--- config.mk ---
export PLATFORM = sky130hd
export DESIGN_NAME = palette_color_map_core
export DESIGN_NICKNAME = d
export VERILOG_FILES = /design/src/rtl/pcm_pkg.sv /design/src/rtl/pcm_front.sv /design/src/rtl/pcm_div_cell.sv /design/src/rtl/pcm_blend.sv /design/src/rtl/palette_color_map_core.sv
export VERILOG_INCLUDE_DIRS = /design/src /design/src/rtl
export SDC_FILE = /design/constraint.sdc
export NUM_CORES = 2
export LEC_CHECK = 0
export BUFFER_PORTS_ARGS = -buffer_cell sky130_fd_sc_hd__buf_4
export CAP_MARGIN = 20
export CORE_MARGIN = 4
export CORE_UTILIZATION = 55
export CTS_CLUSTER_DIAMETER = 100
export CTS_CLUSTER_SIZE = 10
export DETAILED_ROUTE_END_ITERATION = 10
export GPL_TIMING_DRIVEN = 0
export PLACE_DENSITY = 0.71
export SETUP_SLACK_MARGIN = 0.02
export SYNTH_ARGS = -nofsm -noshare
export SYNTH_HDL_FRONTEND = slang
export SYNTH_SLANG_ARGS = --single-unit
export TNS_END_PERCENT = 10
--- constraint.sdc ---
create_clock -name clock -period 21.8 [get_ports clock]
set_input_delay 1.09 -clock clock [delete_from_list [all_inputs] [get_ports clock]]
set_output_delay 1.09 -clock clock [all_outputs]
set_load 0.02 [all_outputs]
--- src/rtl/palette_color_map_core_defines.svh ---
`ifndef PALETTE_COLOR_MAP_CORE_DEFINES_SVH
`define PALETTE_COLOR_MAP_CORE_DEFINES_SVH

// same-cycle implication
`define PCM_ASSERT_IMP(lbl, clk, rst, ante, cons) \
   lbl: assert property (@(posedge clk) disable iff (rst) (ante) |-> (cons)) \
      else $error("pcm check failed");

// next-cycle implication
`define PCM_ASSERT_NXT(lbl, clk, rst, ante, cons) \
   lbl: assert property (@(posedge clk) disable iff (rst) (ante) |=> (cons)) \
      else $error("pcm check failed");

`endif

--- src/rtl/pcm_pkg.sv ---
package pcm_pkg;

   localparam int SAMPLE_BITS   = 16;
   localparam int FRACTION_BITS = 8;
   localparam int MAX_COLORS    = 4;
   localparam int PALETTE_SLOTS = 4;
   localparam int COLOR_LIMIT   = (MAX_COLORS < PALETTE_SLOTS) ? MAX_COLORS : PALETTE_SLOTS;

   localparam int SLOT_BITS  = $clog2(PALETTE_SLOTS);
   localparam int QUO_BITS   = FRACTION_BITS + SLOT_BITS;
   localparam int ND_BITS    = SAMPLE_BITS + SLOT_BITS;
   localparam int CHAN_BITS  = 8;
   localparam int COLOR_BITS = 3 * CHAN_BITS;
   localparam int COUNT_BITS = 3;

   localparam int CSR_INDEX_BITS = 4;
   localparam int CSR_DATA_BITS  = (SAMPLE_BITS > COLOR_BITS) ? SAMPLE_BITS : COLOR_BITS;

   localparam logic [CSR_INDEX_BITS-1:0] CSR_RANGE_LOW   = 4'd0;
   localparam logic [CSR_INDEX_BITS-1:0] CSR_RANGE_HIGH  = 4'd1;
   localparam logic [CSR_INDEX_BITS-1:0] CSR_COLOR_COUNT = 4'd2;
   localparam logic [CSR_INDEX_BITS-1:0] CSR_ALPHA_MODE  = 4'd3;
   localparam logic [CSR_INDEX_BITS-1:0] CSR_COLOR_ZERO  = 4'd4;
   localparam logic [CSR_INDEX_BITS-1:0] CSR_COLOR_ONE   = 4'd5;
   localparam logic [CSR_INDEX_BITS-1:0] CSR_COLOR_TWO   = 4'd6;
   localparam logic [CSR_INDEX_BITS-1:0] CSR_COLOR_THREE = 4'd7;

   localparam int RANGE_HIGH_RESET  = 32767;
   localparam int COLOR_COUNT_RESET = 4;
   localparam logic [COLOR_BITS-1:0] COLOR_ZERO_RESET  = 24'h000077;
   localparam logic [COLOR_BITS-1:0] COLOR_ONE_RESET   = 24'h0000FF;
   localparam logic [COLOR_BITS-1:0] COLOR_TWO_RESET   = 24'hFF0000;
   localparam logic [COLOR_BITS-1:0] COLOR_THREE_RESET = 24'hFFFF00;

   localparam logic [CHAN_BITS-1:0] ALPHA_OPAQUE = 8'hFF;

   typedef logic [PALETTE_SLOTS-1:0][COLOR_BITS-1:0] palette_type;

   typedef struct packed {
      logic                   valid;
      logic                   empty;
      logic [SAMPLE_BITS-1:0] rem;
      logic [QUO_BITS-1:0]    num;
      logic [QUO_BITS-1:0]    quo;
   } div_type;

endpackage

--- src/rtl/pcm_front.sv ---
module pcm_front
   import pcm_pkg::*;
(
   input  logic                          clock,
   input  logic                          reset,
   input  logic                          req_valid,
   input  logic signed [SAMPLE_BITS-1:0] req_sample,
   input  logic signed [SAMPLE_BITS-1:0] range_low,
   input  logic signed [SAMPLE_BITS-1:0] range_high,
   input  logic        [SLOT_BITS-1:0]   step,
   input  logic                          hold_dn,
   output logic                          req_stall,
   output div_type                       div_out
);

   logic                          clamp_valid_ff;
   logic                          clamp_empty_ff;
   logic signed [SAMPLE_BITS-1:0] clamp_value_ff;
   logic signed [SAMPLE_BITS-1:0] clamp_value_in;
   logic signed [SAMPLE_BITS-1:0] high_m1;
   logic                          hold_clamp;
   logic                          hold_scale;
   logic        [SAMPLE_BITS:0]   diff;
   logic        [ND_BITS-1:0]     scaled;
   div_type                       div_ff;
   div_type                       div_in;

   assign hold_scale = div_ff.valid & hold_dn;
   assign hold_clamp = clamp_valid_ff & hold_scale;
   assign req_stall  = hold_clamp;

   assign high_m1 = range_high - SAMPLE_BITS'(1);

   always_comb begin
      if (req_sample < range_low) begin
         clamp_value_in = range_low;
      end else if (req_sample > high_m1) begin
         clamp_value_in = high_m1;
      end else begin
         clamp_value_in = req_sample;
      end
   end

   always_ff @(posedge clock) begin
      if (reset) begin
         clamp_valid_ff <= 1'b0;
      end else if (!hold_clamp) begin
         clamp_valid_ff <= req_valid;
      end
      if (!hold_clamp) begin
         clamp_value_ff <= clamp_value_in;
         clamp_empty_ff <= (range_low >= range_high);
      end
   end

   assign diff   = {clamp_value_ff[SAMPLE_BITS-1], clamp_value_ff}
                 - {range_low[SAMPLE_BITS-1], range_low};
   assign scaled = ND_BITS'(diff[SAMPLE_BITS-1:0]) * ND_BITS'(step);

   always_comb begin
      div_in.valid = clamp_valid_ff;
      div_in.empty = clamp_empty_ff;
      div_in.rem   = scaled[ND_BITS-1:SLOT_BITS];
      div_in.num   = {scaled[SLOT_BITS-1:0], FRACTION_BITS'(0)};
      div_in.quo   = '0;
   end

   always_ff @(posedge clock) begin
      if (reset) begin
         div_ff.valid <= 1'b0;
      end else if (!hold_scale) begin
         div_ff <= div_in;
      end
   end

   assign div_out = div_ff;

endmodule

--- src/rtl/pcm_div_cell.sv ---
module pcm_div_cell
   import pcm_pkg::*;
(
   input  logic                   clock,
   input  logic                   reset,
   input  logic [SAMPLE_BITS-1:0] span,
   input  div_type                cell_in,
   input  logic                   hold_dn,
   output logic                   hold_up,
   output div_type                cell_out
);

   div_type                cell_ff;
   div_type                cell_next;
   logic [SAMPLE_BITS:0]   trial;
   logic [SAMPLE_BITS:0]   trial_sub;
   logic                   fits;

   assign hold_up   = cell_ff.valid & hold_dn;
   assign trial     = {cell_in.rem, cell_in.num[QUO_BITS-1]};
   assign trial_sub = trial - {1'b0, span};
   assign fits      = (trial >= {1'b0, span});

   always_comb begin
      cell_next       = cell_in;
      cell_next.rem   = fits ? trial_sub[SAMPLE_BITS-1:0] : trial[SAMPLE_BITS-1:0];
      cell_next.num   = {cell_in.num[QUO_BITS-2:0], 1'b0};
      cell_next.quo   = {cell_in.quo[QUO_BITS-2:0], fits};
   end

   always_ff @(posedge clock) begin
      if (reset) begin
         cell_ff.valid <= 1'b0;
      end else if (!hold_up) begin
         cell_ff <= cell_next;
      end
   end

   assign cell_out = cell_ff;

endmodule

--- src/rtl/pcm_blend.sv ---
module pcm_blend
   import pcm_pkg::*;
(
   input  logic                 clock,
   input  logic                 reset,
   input  div_type              div_in,
   input  palette_type          palette,
   input  logic [SLOT_BITS-1:0] step,
   input  logic                 alpha_mode,
   input  logic                 rsp_stall,
   output logic                 hold_up,
   output logic                 rsp_valid,
   output logic [CHAN_BITS-1:0] rsp_red,
   output logic [CHAN_BITS-1:0] rsp_green,
   output logic [CHAN_BITS-1:0] rsp_blue,
   output logic [CHAN_BITS-1:0] rsp_alpha
);

   localparam int PROD_BITS = FRACTION_BITS + 1 + CHAN_BITS;

   logic                         rsp_valid_ff;
   logic [CHAN_BITS-1:0]         red_ff, green_ff, blue_ff, alpha_ff;
   logic [CHAN_BITS-1:0]         chan_in [3];
   logic [CHAN_BITS-1:0]         alpha_in;
   logic [FRACTION_BITS-1:0]     frac;
   logic [FRACTION_BITS:0]       frac_inv;
   logic [SLOT_BITS-1:0]         idx_raw;
   logic [SLOT_BITS-1:0]         idx_max;
   logic [SLOT_BITS-1:0]         idx_a;
   logic [SLOT_BITS-1:0]         idx_b;
   logic [COLOR_BITS-1:0]        color_a;
   logic [COLOR_BITS-1:0]        color_b;
   logic [PROD_BITS-1:0]         mix;
   logic [FRACTION_BITS+CHAN_BITS-1:0] alpha_prod;

   assign hold_up = rsp_valid_ff & rsp_stall;

   assign frac     = div_in.quo[FRACTION_BITS-1:0];
   assign frac_inv = (FRACTION_BITS+1)'(1 << FRACTION_BITS) - {1'b0, frac};
   assign idx_raw  = div_in.quo[QUO_BITS-1:FRACTION_BITS];
   assign idx_max  = step - SLOT_BITS'(1);
   assign idx_a    = (idx_raw > idx_max) ? idx_max : idx_raw;
   assign idx_b    = idx_a + SLOT_BITS'(1);
   assign color_a  = palette[idx_a];
   assign color_b  = palette[idx_b];

   assign alpha_prod = {frac, CHAN_BITS'(0)} - (FRACTION_BITS+CHAN_BITS)'(frac);

   always_comb begin
      mix = '0;
      for (int k = 0; k < 3; k++) begin
         mix = PROD_BITS'(frac_inv) * PROD_BITS'(color_a[(2-k)*CHAN_BITS +: CHAN_BITS])
             + PROD_BITS'(frac) * PROD_BITS'(color_b[(2-k)*CHAN_BITS +: CHAN_BITS]);
         if (div_in.empty) begin
            chan_in[k] = palette[0][(2-k)*CHAN_BITS +: CHAN_BITS];
         end else begin
            chan_in[k] = mix[FRACTION_BITS +: CHAN_BITS];
         end
      end
      if (alpha_mode && !div_in.empty) begin
         alpha_in = alpha_prod[FRACTION_BITS +: CHAN_BITS];
      end else begin
         alpha_in = ALPHA_OPAQUE;
      end
   end

   always_ff @(posedge clock) begin
      if (reset) begin
         rsp_valid_ff <= 1'b0;
      end else if (!hold_up) begin
         rsp_valid_ff <= div_in.valid;
      end
      if (!hold_up) begin
         red_ff   <= chan_in[0];
         green_ff <= chan_in[1];
         blue_ff  <= chan_in[2];
         alpha_ff <= alpha_in;
      end
   end

   assign rsp_valid = rsp_valid_ff;
   assign rsp_red   = red_ff;
   assign rsp_green = green_ff;
   assign rsp_blue  = blue_ff;
   assign rsp_alpha = alpha_ff;

endmodule

--- src/rtl/palette_color_map_core.sv ---
// False-color mapper: takes one signed sample per clock while req_stall is low and returns
// one RGBA response per sample, blended between two neighboring palette entries over
// [range_low, range_high), or entry 0 for an empty range. Throughput is one request per
// cycle unless rsp_stall holds the pipeline. Stages: clamp, scale, a chain of
// restoring-divider cells that each settle one quotient bit and pass the partial remainder
// on every unstalled cycle, and the blend stage with the result register. req_stall rises
// only while a result is held by rsp_stall and every stage behind it is occupied. Write the registers only while idle.
`include "palette_color_map_core_defines.svh"

module palette_color_map_core
   import pcm_pkg::*;
(
   input  logic                          clock,
   input  logic                          reset,
   input  logic                          req_valid,
   output logic                          req_stall,
   input  logic signed [SAMPLE_BITS-1:0] req_sample,
   output logic                          rsp_valid,
   input  logic                          rsp_stall,
   output logic        [CHAN_BITS-1:0]   rsp_red,
   output logic        [CHAN_BITS-1:0]   rsp_green,
   output logic        [CHAN_BITS-1:0]   rsp_blue,
   output logic        [CHAN_BITS-1:0]   rsp_alpha,
   input  logic                          csr_valid,
   output logic                          csr_ready,
   input  logic        [CSR_INDEX_BITS-1:0] csr_index,
   input  logic        [CSR_DATA_BITS-1:0]  csr_wdata
);

   logic signed [SAMPLE_BITS-1:0] range_low_ff;
   logic signed [SAMPLE_BITS-1:0] range_high_ff;
   logic        [COUNT_BITS-1:0]  count_ff;
   logic                          alpha_mode_ff;
   palette_type                   palette_ff;

   logic [COUNT_BITS-1:0]  count_eff;
   logic [SLOT_BITS-1:0]   step;
   logic [SAMPLE_BITS-1:0] span;
   logic                   range_empty;
   logic                   rsp_opaque;

   div_type div_chain  [QUO_BITS+1];
   logic    hold_chain [QUO_BITS+1];

   assign csr_ready = 1'b1;

   always_ff @(posedge clock) begin
      if (reset) begin
         range_low_ff  <= '0;
         range_high_ff <= SAMPLE_BITS'(RANGE_HIGH_RESET);
         count_ff      <= COUNT_BITS'(COLOR_COUNT_RESET);
         alpha_mode_ff <= 1'b0;
         palette_ff[0] <= COLOR_ZERO_RESET;
         palette_ff[1] <= COLOR_ONE_RESET;
         palette_ff[2] <= COLOR_TWO_RESET;
         palette_ff[3] <= COLOR_THREE_RESET;
      end else if (csr_valid && csr_ready) begin
         case (csr_index)
            CSR_RANGE_LOW:   range_low_ff  <= csr_wdata[SAMPLE_BITS-1:0];
            CSR_RANGE_HIGH:  range_high_ff <= csr_wdata[SAMPLE_BITS-1:0];
            CSR_COLOR_COUNT: count_ff      <= csr_wdata[COUNT_BITS-1:0];
            CSR_ALPHA_MODE:  alpha_mode_ff <= csr_wdata[0];
            CSR_COLOR_ZERO:  palette_ff[0] <= csr_wdata[COLOR_BITS-1:0];
            CSR_COLOR_ONE:   palette_ff[1] <= csr_wdata[COLOR_BITS-1:0];
            CSR_COLOR_TWO:   palette_ff[2] <= csr_wdata[COLOR_BITS-1:0];
            CSR_COLOR_THREE: palette_ff[3] <= csr_wdata[COLOR_BITS-1:0];
            default: ;
         endcase
      end
   end

   always_comb begin
      if (count_ff < COUNT_BITS'(2)) begin
         count_eff = COUNT_BITS'(2);
      end else if (count_ff > COUNT_BITS'(COLOR_LIMIT)) begin
         count_eff = COUNT_BITS'(COLOR_LIMIT);
      end else begin
         count_eff = count_ff;
      end
   end

   assign step = SLOT_BITS'(count_eff - COUNT_BITS'(1));
   assign span = range_high_ff - range_low_ff;

   pcm_front u_front (
      .clock      (clock),
      .reset      (reset),
      .req_valid  (req_valid),
      .req_sample (req_sample),
      .range_low  (range_low_ff),
      .range_high (range_high_ff),
      .step       (step),
      .hold_dn    (hold_chain[0]),
      .req_stall  (req_stall),
      .div_out    (div_chain[0])
   );

   for (genvar i = 0; i < QUO_BITS; i++) begin : g_cell
      pcm_div_cell u_cell (
         .clock    (clock),
         .reset    (reset),
         .span     (span),
         .cell_in  (div_chain[i]),
         .hold_dn  (hold_chain[i+1]),
         .hold_up  (hold_chain[i]),
         .cell_out (div_chain[i+1])
      );
   end

   pcm_blend u_blend (
      .clock      (clock),
      .reset      (reset),
      .div_in     (div_chain[QUO_BITS]),
      .palette    (palette_ff),
      .step       (step),
      .alpha_mode (alpha_mode_ff),
      .rsp_stall  (rsp_stall),
      .hold_up    (hold_chain[QUO_BITS]),
      .rsp_valid  (rsp_valid),
      .rsp_red    (rsp_red),
      .rsp_green  (rsp_green),
      .rsp_blue   (rsp_blue),
      .rsp_alpha  (rsp_alpha)
   );

   assign range_empty = (range_low_ff >= range_high_ff);
   assign rsp_opaque  = (rsp_alpha == ALPHA_OPAQUE);

   `PCM_ASSERT_IMP(a_stall_from_output, clock, reset, req_stall, rsp_valid && rsp_stall)
   `PCM_ASSERT_NXT(a_stall_keeps_result, clock, reset, req_stall, rsp_valid)
   `PCM_ASSERT_IMP(a_empty_opaque, clock, reset, rsp_valid && range_empty, rsp_opaque)
   `PCM_ASSERT_IMP(a_mode_opaque, clock, reset, rsp_valid && !alpha_mode_ff, rsp_opaque)

endmodule
==> Word level (Yosys, flattened, before mapping) <==
Cells that the tools add are included.
{ "totals": {"reg_bits": 423, "ramBits": 0, "word_cells": 187, "rom_bits": 0, "inputBits": 49, "latchBits": 0, "memories": 0, "out_inout_bits": 35} }
{ "classes": {"div": 0, "n_lt_le_gt_ge": 18, "n_mux": 21, "n_reduce_logical": 22, "mul": 7, "bitwise": 25, "eq_ne": 7, "n_addsub": 20, "n_shift": 0} }
{ "op_table": {"columns": ["op", "count"], "rows": [
  ["2-to-1 mux 16 bit", 11],
  ["subtractor 16 bit", 11],
  [">= comparator 17 x 16 -> 1 bit", 10],
  ["binary-select mux 24 bit (select 2 bit)", 2],
  ["adder 16 bit", 3],
  ["multiplier 8 x 8 -> 16 bit", 3],
  ["multiplier 9 x 8 -> 16 bit", 3],
  ["2-to-1 mux 24 bit", 2],
  ["AND reduction 2 bit", 19],
  ["2-to-1 mux 8 bit", 3],
  ["multiplier 16 x 2 -> 18 bit", 1],
  ["== test 4 x 3 -> 1 bit (second input constant)", 4],
  [">= comparator 16 bit", 1],
  ["greater-than comparator 16 bit", 1],
  ["less-than comparator 16 bit", 1],
  ["subtractor 16 x 2 -> 16 bit (second input constant)", 1],
  ["subtractor 16 x 8 -> 16 bit", 1],
  ["AND 1 bit", 13],
  ["inverter 1 bit", 12],
  ["subtractor 9 x 8 -> 9 bit (first input constant)", 1],
  ["== test 4 x 2 -> 1 bit (second input constant)", 2],
  ["less-than comparator 2 x 3 -> 1 bit (second input constant)", 2],
  ["2-to-1 mux 2 bit", 3],
  ["== test 4 x 1 -> 1 bit (second input constant)", 1],
  ["other kinds (8)", 9]
]} }

==> Logic depth before layout (Yosys ltp) <==
{ "depth": {"ltp_word": 14, "mapped_depth": 34, "mapped_depth_nobuf": 29} }

==> Modules after synthesis <==
A second synthesis with hierarchy kept.
{ "unflattened": {"hier_cells": 4956, "hier_area_um2": 49567.5} }
{ "modules_own_cells": {"columns": ["mod", "cells_per_inst", "n_inst", "seq_area_each_um2", "area_each_um2"], "rows": [
  ["pcm_div_cell", 192, 10, 1101.1, 2297.2],
  ["pcm_blend", 1777, 1, 980.9, 16115.5],
  ["palette_color_map_core", 721, 1, 2642.5, 5789.3],
  ["pcm_front", 538, 1, 1121.1, 4690.7]
]} }

==> Worst setup path before layout <==
OpenSTA, ideal clock, no wires.
{ "synth_path": {"path_kind": "register to register", "start": "reg count_ff[2]", "end": "reg u_blend.blue_ff[7], in the netlist u_blend.rsp_blue[7] (data pin)", "path_buffers": 5, "required_time_ns": 21.539, "setup_ns": 0.261, "stages_incl_launch_ff": 33, "setup_slack_ns": 13.572, "period_less_slack_ns": 8.228, "arrival_ns": 7.968, "path_cell_list": "dfxtp_1 and3b_1 buf_6 clkbuf_1 ha_1 nand2b_1 a21oi_1 nor3_2 buf_4 buf_2 clkbuf_1 nand2_1 nand3_1 o21a_1 nand2_1 fa_1 fa_1 fa_1 inv_1 fa_1 fa_1 inv_1 fa_1 inv_1 ha_1 o21ai_0 o21bai_1 a21o_1 a21oi_1 a21oi_2 o31a_1 o21a_1 o311a_1"} }
{ "synth_rtl": {"columns": ["element", "line_no", "text"], "rows": [
  ["from (decl)", "palette_color_map_core.sv:32", "logic [COUNT_BITS-1:0] count_ff;"],
  ["from (signal assigned)", "palette_color_map_core.sv:51", "count_ff <= COUNT_BITS'(COLOR_COUNT_RESET);"],
  ["from (signal assigned)", "palette_color_map_core.sv:61", "CSR_COLOR_COUNT: count_ff <= csr_wdata[COUNT_BITS-1:0];"],
  ["to (signal assigned)", "pcm_blend.sv:76", "blue_ff <= chan_in[2];"],
  ["to (decl)", "pcm_blend.sv:22", "logic [CHAN_BITS-1:0] red_ff, green_ff, blue_ff, alpha_ff;"]
]} }

==> run_results.csv <==
group,metric,value,unit
synth,ys_types,83,
synth,synth_edf_count,278,
clocking,htreeDepth,2,
drt,topRoutingLayerUsed,"met4",
synth,synth_seq_cells,423,
cells_and_area,drive_above_1_share,7.85,%
floorplanning,dieArea,76600,um^2
worst_setup_path,slowest_delay,0.52,ns
cells_and_area,syn2layout_area_growth,9.44,%
floorplanning,initial_core_util,55.5,%
sta,clock-skew-final,0.0340,ns
floorplanning,rows,98,
sta,grt_setup_unrepaired,"false",
synth,synth_area,39800,um^2
cells_and_area,nets,5141,
sta,hold_ws,0.387,ns
power,ir_drop,0.000291,V
global_route,grt_antenna_before_repair,7,
drt,first_pass_iters,6,
worst_setup_path,cp-start-kind,"flop",
outcome,status,"completed",
clocking,cts_buffer_depth,3,
sta,hold_violations,0,
clocking,cts_buffers,49,
synth,synthAdderAreaFrac,29.0,%
synth,synth_top_family_by_area,"adder cells",
synth,synth_simple_gate_area_share,16.9,%
worst_hold_path,min_path_type,"flop to flop",
cells_and_area,stdcell_count,5348,
worst_setup_path,path_max_fanout,10,
clocking,cts.sinks,423,
global_route,grt_pass1_wl,166,mm
synth,synth_compound_gate_area_share,10.2,%
synth,ys_seq_area_share,28.3,%
clocking,ctsHoldBuffers,0,
worst_setup_path,crit_type,"flop to flop",
placement,dp_worst_setup_slack,11.92,ns
drt,wl_per_cell,19.7,um
cells_and_area,regArea,11300,um^2
placement,hpwl,83.8,mm
sta,slew_headroom,25.3,%
sta,drv_slew,0,
synth,synthFlopType,"edfxtp_1",
drt,drc,0,
worst_setup_path,crit_path_top_delay_cell,"o21ai_0",
synth,synth_xor_xnor_area_share,4.34,%
worst_setup_path,cp_common_cell,"fa_1",
clocking,postCtsSetupRepairBufs,0,
drt,wl_met3,7.13,mm
cells_and_area,fillers,6120,
global_route,grt.overflow.total,0,
worst_setup_path,crit_required,22.10,ns
synth,async_flop_share,0,%
drt,routed_via_density,5.71,
sta,setup_viol,0,
synth,synthMuxAreaShare,4.97,%
job,drv_cap,0,
global_route,grt_pass1_vias,30500,
placement,gp_congestion,0.947,
worst_setup_path,cp-end-kind,"flop",
sta,fin_tns_setup,0,ns
clocking,path_clk_slew,0.05,ns
floorplanning,die_h,277,um
floorplanning,ioPinCount,84,
sta,fin_ws,11.77,ns
synth,syn_avg_cell_area,9.46,um^2
sta,min_period_over_period,46.0,%
clocking,clockRootBuffer,"clkbuf_16",
drt,vias,30600,
clocking,clkLatencyLatePin,0.61,ns
worst_setup_path,critPathArrivalTime,10.33,ns
drt,detail-route-antenna-nets,0,
global_route,grt_util_all_layers,27.2,%
placement,io_buffers,80,
drt,met1Wirelength,43.2,mm
synth,yosysWarnings,0,
power,power_density,165,nW/um^2
global_route,grt_max_degree,25,
power,total_power,7190,uW
floorplanning,coreArea,71600,um^2
clocking,cts_tree,"built",
drt,drtIter0Drc,2489,
cells_and_area,multiInputGateArea,26100,um^2
synth,netlist_instances,4201,
sta,fmax,99.7,MHz
sta,period_minus_slack,10.03,ns
sta,worstMarginPinSlew,1.12,ns
clocking,cts_resized,0,
drt,met2WireLength,50.6,mm
floorplanning,fp.dieW,277,um
drt,wl,105,mm
synth,syn_nets,4983,
power,p_leak,0.0197,uW
placement,dp_cells,5256,
sequential cells by signal (all words and copies together) (netlist names):
signal and cells:
alpha_mode_ff 1, count_ff 3, g_cell.u_cell.cell_out 220, palette_ff 96, range_high_ff 16, range_low_ff 16
u_blend.rsp_alpha 8, u_blend.rsp_blue 8, u_blend.rsp_green 8, u_blend.rsp_red 8, u_blend.rsp_valid 1, u_front.clamp_empty_ff 1
u_front.clamp_valid_ff 1, u_front.clamp_value_ff 16, u_front.div_out 20
worst max-delay path, delay by kind of cell, from the launching register on:
family / cells / cell delay [ns]
compound gates: 9 / 2.29
simple gates: 7 / 1.49
flops: 1 / 0.35
fa+ha+maj: 8 / 3.51
xor+xnor: 1 / 0.08
buf+inv: 9 / 2.01
layout make-up:
class | count | area share (%)
buffer | 130 | 1.19
multi-input combinational | 3113 | 60.0
inverter | 535 | 4.62
clock inverter | 6 | 0.187
sequential | 423 | 25.9
clock buffer | 79 | 3.08
tap | 950 | 2.73
timing repair buffer | 107 | 2.30
antenna | 5 | 0.0288
cell usage in the layout, fill, tap and decap left out, types with 22 or more instances in the layout:
cell / count
ha_1: 421
and3_1: 28
xnor2_1: 120
or3_1: 22
o21ai_0: 96
a21oi_1: 258
nand3_1: 58
nor2_1: 237
nand2b_1: 30
nand4_1: 37
nand2_1: 575
mux2_2: 74
buf_4: 87
o21bai_1: 37
nor3_1: 48
xor2_1: 64
a21o_1: 82
o21a_1: 23
and2_1: 218
mux2i_1: 24
mux4_2: 40
clkbuf_1: 141
nor2b_1: 23
clkbuf_16: 49
fa_1: 312
edfxtp_1: 278
dfxtp_1: 145
inv_1: 534
nand3b_1: 60
kinds of logic after synthesis:
logic type	Yosys count
flip-flops	423
XOR/XNOR	197
other	1
adder cells (fa/ha/maj)	733
multiplexers	138
AND/OR/NAND/NOR	1397
AO/OA/AOI/OAI	647
buffers and inverters	665
final timing paths:
kind / start / endpoint / slack, ns / cells past startpoint
setup reg to reg: count_ff[2]$_SDFFE_PP1P_ / u_blend.rsp_green[6]$_DFFE_PN_ / 11.77 / 34
hold reg to reg: g_cell[6].u_cell.cell_out[2]$_DFFE_PP_ / g_cell[7].u_cell.cell_out[3]$_DFFE_PP_ / 0.39 / 0
hold / removal: g_cell[6].u_cell.cell_out[2]$_DFFE_PP_ / g_cell[7].u_cell.cell_out[3]$_DFFE_PP_ / 0.39 / 0
setup / recovery: count_ff[2]$_SDFFE_PP1P_ / u_blend.rsp_green[6]$_DFFE_PN_ / 11.77 / 34
cells in the mapped netlist, drive strengths merged, types with 19 or more instances:
master  count  area [um^2]
dfxtp     145         2900
buf        19          100
o21ai     106          534
o21a       23          173
nand4      39          256
and3       28          175
nand2b     30          188
xnor2     128         1120
o21bai     37          278
nor2      241          905
mux2i      24          240
a21o       82          616
xor2       69          604
nor2b      23          144
clkbuf    111          417
mux2       74          833
nor3       50          267
mux4       40          901
or3        22          138
a211oi     20          150
nand2     576         2160
fa        312         6250
ha        421         5270
and2      220         1380
edfxtp    278         8350
inv       535         2010
a21oi     264         1330
nand3      59          300
nand3b     60          450
where the power goes:
group	internal (uW)	switching, uW
clock	421	332
sequential	1230	120
combinational	2130	2950
per-layer routing:
| layer | track usage (%) | up-vias |
|---|---|---|
| met5 | 0 | - |
| met4 | 10.7 | 0 |
| met3 | 3.93 | 234 |
| met2 | 46.6 | 989 |
| met1 | 34.9 | 14800 |
| li1 | - | 14500 |
per-stage QoR:
step	utilization, %	cell area (um^2)
after CTS	60.7	43400
after detailed placement	58.7	42000
after global placement	58.0	41500
final	60.8	43500
after global routing	60.7	43500
after floorplan	-	39800
No activity file was read; power rests on OpenSTA's default activity.
